## config.mk

```make
export PLATFORM = sky130hd
export DESIGN_NAME = tstf_ctrl
export DESIGN_NICKNAME = d
export VERILOG_FILES = /design/src/design/tstf_pkg.sv /design/src/design/tstf_ctrl.sv
export SDC_FILE = /design/constraint.sdc
export NUM_CORES = 1
export LEC_CHECK = 0
export ABC_AREA = 1
export BUFFER_PORTS_ARGS = -buffer_cell sky130_fd_sc_hd__buf_2
export CAP_MARGIN = 20
export CELL_PAD_IN_SITES_DETAIL_PLACEMENT = 2
export CELL_PAD_IN_SITES_GLOBAL_PLACEMENT = 2
export CORE_UTILIZATION = 19
export DETAILED_ROUTE_END_ITERATION = 10
export PLACE_DENSITY = 0.72
export SLEW_MARGIN = 20
export SYNTH_ARGS = -nofsm -noshare
export SYNTH_HDL_FRONTEND = slang
export SYNTH_SLANG_ARGS = --single-unit
```

## constraint.sdc

```tcl
create_clock -name clk_i -period 1.85 [get_ports clk_i]
set_clock_uncertainty 0.1 [all_clocks]
set_input_delay 0.185 -clock clk_i [delete_from_list [all_inputs] [get_ports clk_i]]
set_output_delay 0.185 -clock clk_i [all_outputs]
set_load 0.02 [all_outputs]
```

## src/design/tstf_pkg.sv

```systemverilog
// Shared constants, types and command/status structs of the time-tagged store forwarding table.
package tstf_pkg;

  // Table geometry.
  localparam int ROWS      = 32;
  localparam int COLUMNS   = 8;
  localparam int PATHS     = 4;
  localparam int ADDR_BITS = 32;
  localparam int DATA_BITS = 32;

  // Fixed field widths on the ports.
  localparam int IN_ROW_W   = 5;
  localparam int IN_COL_W   = 3;
  localparam int IN_PATH_W  = 2;
  localparam int IN_ADDR_W  = 32;
  localparam int IN_DATA_W  = 32;
  localparam int OUT_DATA_W = 32;
  localparam int IN_FIELD_W = IN_ROW_W + IN_COL_W + IN_PATH_W + IN_ADDR_W + IN_DATA_W;
  localparam int IN_TDATA_W = ((IN_FIELD_W + 7) / 8) * 8;

  // Index widths of the slot memory; the memory is addressed by {path, column, row}.
  localparam int ROW_W   = (ROWS > 1) ? $clog2(ROWS) : 1;
  localparam int COL_W   = (COLUMNS > 1) ? $clog2(COLUMNS) : 1;
  localparam int PATH_W  = (PATHS > 1) ? $clog2(PATHS) : 1;
  localparam int SLOT_W  = ROW_W + COL_W + PATH_W;
  localparam int SLOT_DEPTH = 2 ** SLOT_W;

  // Stored widths: only the low bits that take part in the compare are kept.
  localparam int ADDR_W = (ADDR_BITS < IN_ADDR_W) ? ADDR_BITS : IN_ADDR_W;
  localparam int DATA_W = (DATA_BITS < IN_DATA_W) ? DATA_BITS : IN_DATA_W;
  localparam int WORD_W = 1 + ADDR_W + DATA_W;

  // Operation carried in tuser.
  typedef enum logic {
    OP_STORE = 1'b0,
    OP_LOAD  = 1'b1
  } tstf_op_e;

  // Controller states.
  typedef enum logic [1:0] {
    ST_CLEAR,
    ST_IDLE,
    ST_SCAN,
    ST_DONE
  } tstf_state_e;

  // Commands from the controller to the datapath.
  typedef struct packed {
    logic clr_en;
    logic store_en;
    logic load_start;
    logic scan_en;
    logic res_capture;
    logic out_load;
  } tstf_cmd_t;

  // Status from the datapath to the controller.
  typedef struct packed {
    logic clr_last;
    logic in_range;
    logic found;
    logic miss_end;
    logic out_free;
  } tstf_status_t;

endpackage

```

## src/design/tstf_ctrl.sv

```systemverilog
// Controller state machine of the store forwarding table: clear pass, accept, scan and hand-off.
module tstf_ctrl
  import tstf_pkg::*;
(
  input  logic         clk_i,
  input  logic         rst_ni,
  input  logic         s_axis_tvalid,
  output logic         s_axis_tready,
  input  tstf_op_e     op_i,
  input  tstf_status_t st_i,
  output tstf_cmd_t    cmd_o
);

  tstf_state_e state_q, state_d;
  logic        accept;

  assign accept = s_axis_tvalid && s_axis_tready;

  // State register.
  always_ff @(posedge clk_i or negedge rst_ni) begin
    if (!rst_ni) begin
      state_q <= ST_CLEAR;
    end else begin
      state_q <= state_d;
    end
  end

  // Next-state logic.
  always_comb begin
    state_d = state_q;
    unique case (state_q)
      ST_CLEAR: begin
        if (st_i.clr_last) state_d = ST_IDLE;
      end
      ST_IDLE: begin
        if (accept && op_i == OP_LOAD) begin
          state_d = st_i.in_range ? ST_SCAN : ST_DONE;
        end
      end
      ST_SCAN: begin
        if (st_i.found || st_i.miss_end) state_d = ST_DONE;
      end
      ST_DONE: begin
        if (st_i.out_free) state_d = ST_IDLE;
      end
      default: state_d = ST_CLEAR;
    endcase
  end

  // Output logic.
  always_comb begin
    cmd_o         = '0;
    s_axis_tready = 1'b0;
    unique case (state_q)
      ST_CLEAR: begin
        cmd_o.clr_en = 1'b1;
      end
      ST_IDLE: begin
        s_axis_tready = 1'b1;
        if (accept) begin
          if (op_i == OP_STORE) begin
            cmd_o.store_en = st_i.in_range;
          end else if (st_i.in_range) begin
            cmd_o.load_start = 1'b1;
          end else begin
            // A load outside the table finds nothing.
            cmd_o.res_capture = 1'b1;
          end
        end
      end
      ST_SCAN: begin
        if (st_i.found || st_i.miss_end) begin
          cmd_o.res_capture = 1'b1;
        end else begin
          cmd_o.scan_en = 1'b1;
        end
      end
      ST_DONE: begin
        cmd_o.out_load = st_i.out_free;
      end
      default: cmd_o = '0;
    endcase
  end

  // A probe result only ever arrives during a scan.
  a_probe_in_scan: assert property (@(posedge clk_i) disable iff (!rst_ni)
    (st_i.found || st_i.miss_end) |-> state_q == ST_SCAN)
    else $error("probe result outside a scan");

  // A captured result is always handed to the output stage next.
  a_capture_done: assert property (@(posedge clk_i) disable iff (!rst_ni)
    cmd_o.res_capture |=> state_q == ST_DONE)
    else $error("captured result not followed by hand-off");

  // No item is taken until the clear pass has finished.
  a_no_accept_clear: assert property (@(posedge clk_i) disable iff (!rst_ni)
    state_q == ST_CLEAR |-> !cmd_o.store_en && !cmd_o.load_start)
    else $error("item taken during the clear pass");

endmodule

```

Word-level counts from Yosys, hierarchy flattened:

Index checks and enable logic that the tools add are counted.

* register bits after elaboration: 2
* input port bits: 9
* output and inout bits: 7
* RAM bits: 0
* bits in read-only memories: 0
* memories kept: 0
* bits in latches: 0

* divide/modulo/power cells: 0
* $add $sub $neg: 0
* multiply operators: 0
* shifts and indexed selects: 0
* order comparisons: 0
* eq/ne operators: 7
* mux-type cells: 21
* bitwise logic cells: 0
* reductions and logical operators: 5

Operator list (number)
* 1-bit 2-to-1 mux: 13
* 2-bit 2-to-1 mux: 6
* 2-bit inequality test (second input constant): 4
* 2-bit one-hot mux with 4 select lines: 1
* 2-bit equality test (second input constant): 2
* 4-bit AND reduction: 1
* 2-bit by 1-bit equality test with 1-bit output (second input constant): 1
* 1-bit logical AND: 2
* 2-bit zero test: 1
* 1-bit one-hot mux with 2 select lines: 1
* 1-bit logical OR: 1

Depth between registers and ports, before layout:

* depth after elaboration: 6
* gate-level depth with buffers: 8
* depth with buffers taken out: 8

Worst setup path after synthesis:

OpenSTA, ideal clock, no wires.

* kind: flip-flop to output port
* from: register state_q[1]
* to: output port cmd_o[1] in the netlist's numbering
* arrival time: 1.259 ns
* buffers on the path: 0
* data required time: 1.565 ns
* setup slack: 0.306 ns
* stages on the path, launching flop included: 6
* cells stage by stage: dfrtp_1 -> inv_1 -> ha_1 -> nand3_2 -> nor2_1 -> o21a_1

RTL lines
* start, declared: RTL line tstf_ctrl.sv:14 `tstf_state_e state_q, state_d;`
* start signal, assigned: RTL line tstf_ctrl.sv:24 `state_q <= state_d;`
* end, declared: RTL line tstf_ctrl.sv:11 `output tstf_cmd_t cmd_o`

==> metrics.md <==
| Metric | Value |
|---|---|
| Status | completed |
| Layout area overhead | 48.8% |
| F_max | 585 MHz |
| Synth Cell Area | 264 um2 |
| Via/cell ratio | 4.13 |
| VDD IR max | 0.000522 V |
| CTS Root Cell | clkbuf_4 |
| Crit start category | flop |
| Final period util | 92.4% |
| Vias in the first global route | 290 |
| Clk_lat worst skew | 0.22 ns |
| Max transition margin | 89.5% |
| Yosys cell types | 9 |
| Hold Path Class | in -> async |
| Worst slew pin tran | 0.157 ns |
| Final WL | 668 um |
| CTS buffer count | 3 |
| Worst Path Arrival | 1.42 ns |
| CTS max path bufs | 2 |
| Initial antenna violation count | 0 |
| # DRC | 0 |
| Setup violations, final | 0 |
| PwrDens | 1500 nW/um2 |
| RSZ-0062 raised after global routing | false |
| Final Critical Period | 1.71 ns |
| Average cell area after synthesis | 6.14 um2 |
| Final max-slew violation count | 0 |
| CTS tree | done |
| Starting Density | 20.3% |
| Top post-synthesis cells by area | dfrtp_1, ha_1, inv_1, nand2_1, nand3_1 |
| GRT Overall Usage | 9.61% |
| Comb pwr share | 68.3% |
| Input/output buffers | 15 |
| Worst-path clk slew | 0.03 ns |
| Sw power | 0.294 mW |
| Tot Pwr | 0.591 mW |
| Nets@finish | 77 |
| DR vias | 318 |
| Synth Warn # | 0 |
| Sequential area share after synthesis | 19.0% |
| Final Hold Vio Count | 0 |
| Crit path cell chain | inv_1, ha_2, nand3_2, nor2_1, o21a_1, buf_2 |
| Horiz. Die Dim | 39.3 um |
| Cell taking the most area after synthesis | dfrtp_1 |
| Switching share of total power | 49.8% |
| Int Power | 0.297 mW |
| H-Tree Depth | 1 |
| Final TNS setup | 0 ns |
| Core Footprint | 1300 um2 |
| Gp weighted congestion | 0.711 |
| Setup Slack @ Placement | 0.299 ns |
| CP Class | reg -> out |
| Largest net degree at the start of global routing | 7 |
| Final instance area | 393 um2 |
| Drt pass-1 iters | 4 |
| Reg with most FFs | state_q |
| Placed Area | 358 um2 |
| Clock power share | 15.7% |
| Number of max-cap violations | 0 |
| #FFs+latches synth | 2 |
| Asr flop ratio synth | 100% |
| Routed wire length per instance | 8.68 um |
| Syn nets | 56 |
| Clk sink count | 2 |
| Post-CTS setup repair buffer count | 0 |
| Chip height | 39.3 um |
| Setup crit end kind | primary output |
| Slowest stage delay, CP | 0.40 ns |
| Post-synth EDFFs | 0 |
| Register share of total power | 16.0% |
| Ports | 16 |
| Post-DP HPWL | 583 um |
| CP required | 1.56 ns |
| Antenna Nets Post-Route | 0 |
| Largest regs | state_q: 2 flops |
| Crit-path max FO | 6 |
| Die footprint | 1540 um2 |
| Post-synthesis cell count | 43 |
| Max FFs per register | 2 |
| Final worst setup slack | 0.140 ns |
| Grt ovf | 0 |
| Most used DFF post-synth | dfrtp_1 |
| Number of diodes | 0 |
| Post-synth top cells | inv_1, nand2_1, nand3_1, nor2_1, ha_1 |
| First-pass GRT wire length | 1.04 mm |
| R2R setup slack | 0.50 ns |
| Layout cells sized above 1 | 33.9% |
| Starting DRT DRC Count | 1 |
| Critical-path top delay cell | dfrtp_1 |
| Reported leakage power | 0.254 nW |
| Number of cell rows | 13 |
| Top-area cell type share of the netlist area | 19.0% |
==> worst max-delay path, delay by kind of cell, from the launching register on <==
kind            cells  cell delay (ns)
simple gates        2             0.20
flops               1             0.40
compound gates      1             0.13
buf+inv             2             0.24
fa+ha+maj           1             0.23
==> final timing paths <==
path                            start  cells past startpoint    endpoint
hold / removal                 rst_ni                      2  state_q[1]
setup / recovery           state_q[1]                      6    cmd_o[1]
max in group asynchronous      rst_ni                      2  state_q[0]
min in group clk_i            st_i[1]                      6  state_q[1]
hold reg to reg            state_q[1]                      2  state_q[1]
setup reg to reg           state_q[1]                      7  state_q[0]
==> kinds of logic (layout without fill, tap and decap cells) <==
family                     after synthesis  count (layout)  share of synthesized area (%)
adders and majority gates                4               4                           19.0
DFF                                      2               2                           19.0
AOI/OAI and AO/OA                        3               3                           6.64
buffers and inverters                   11              30                           15.6
and+or+nand+nor                         23              23                           39.8
==> layer usage <==
metal	track usage [%]	up-vias	routed length, um	share of wire, %
met5	0	-	0	0
met4	2.59	0	0	0
met3	1.70	0	29	4.3
met2	15.4	9	296	44
met1	13.1	140	342	51
li1	-	169	-	-
==> final cells by class <==
| class | instances | area, um2 |
|---|---|---|
| fillers | 176 | 908 |
| multi-input cells | 30 | 175 |
| repair buffers | 16 | 85.1 |
| flip-flops and latches | 2 | 50.0 |
| inverters | 11 | 41.3 |
| clock buffers | 3 | 22.5 |
| well taps | 15 | 18.8 |
==> power groups by stage <==
stage                     combinational, mW  clock (mW)  sequential [mW]
after floorplan                       0.305           0           0.0892
after global placement                0.407           0           0.0946
after detailed placement              0.408           0           0.0958
after CTS                             0.411      0.0967           0.0954
after global routing                  0.464       0.104            0.103
final                                 0.404      0.0926           0.0945
==> metrics by stage <==
step / hold slack [ns] / cells / utilization, %
2_1_floorplan: -0.211 / 43 / -
3_3_place_gp: -0.129 / 73 / 27.5
3_5_place_dp: -0.127 / 73 / 27.5
4_1_cts: 0.171 / 77 / 30.0
5_1_grt: 0.180 / 77 / 30.2
6_report: 0.185 / 77 / 30.2
==> what timing repair did <==
action / 4_1_cts / 5_1_grt
endpoints found under the setup margin: 0 / 1
hold buffers: 1 / 0
endpoints found under the hold margin: 2 / 0
resized for setup: 0 / 1
==> placed cells by master (no fill, tap or decap) <==
master / n
ha_2: 1
nand3_2: 2
dlygate4sd3_1: 1
clkbuf_4: 3
nand3_1: 5
nand2_1: 11
o21a_1: 1
nor2_1: 5
a21oi_1: 2
inv_1: 11
dfrtp_1: 2
buf_2: 15
ha_1: 3
No activity file was read; power rests on OpenSTA's default activity.
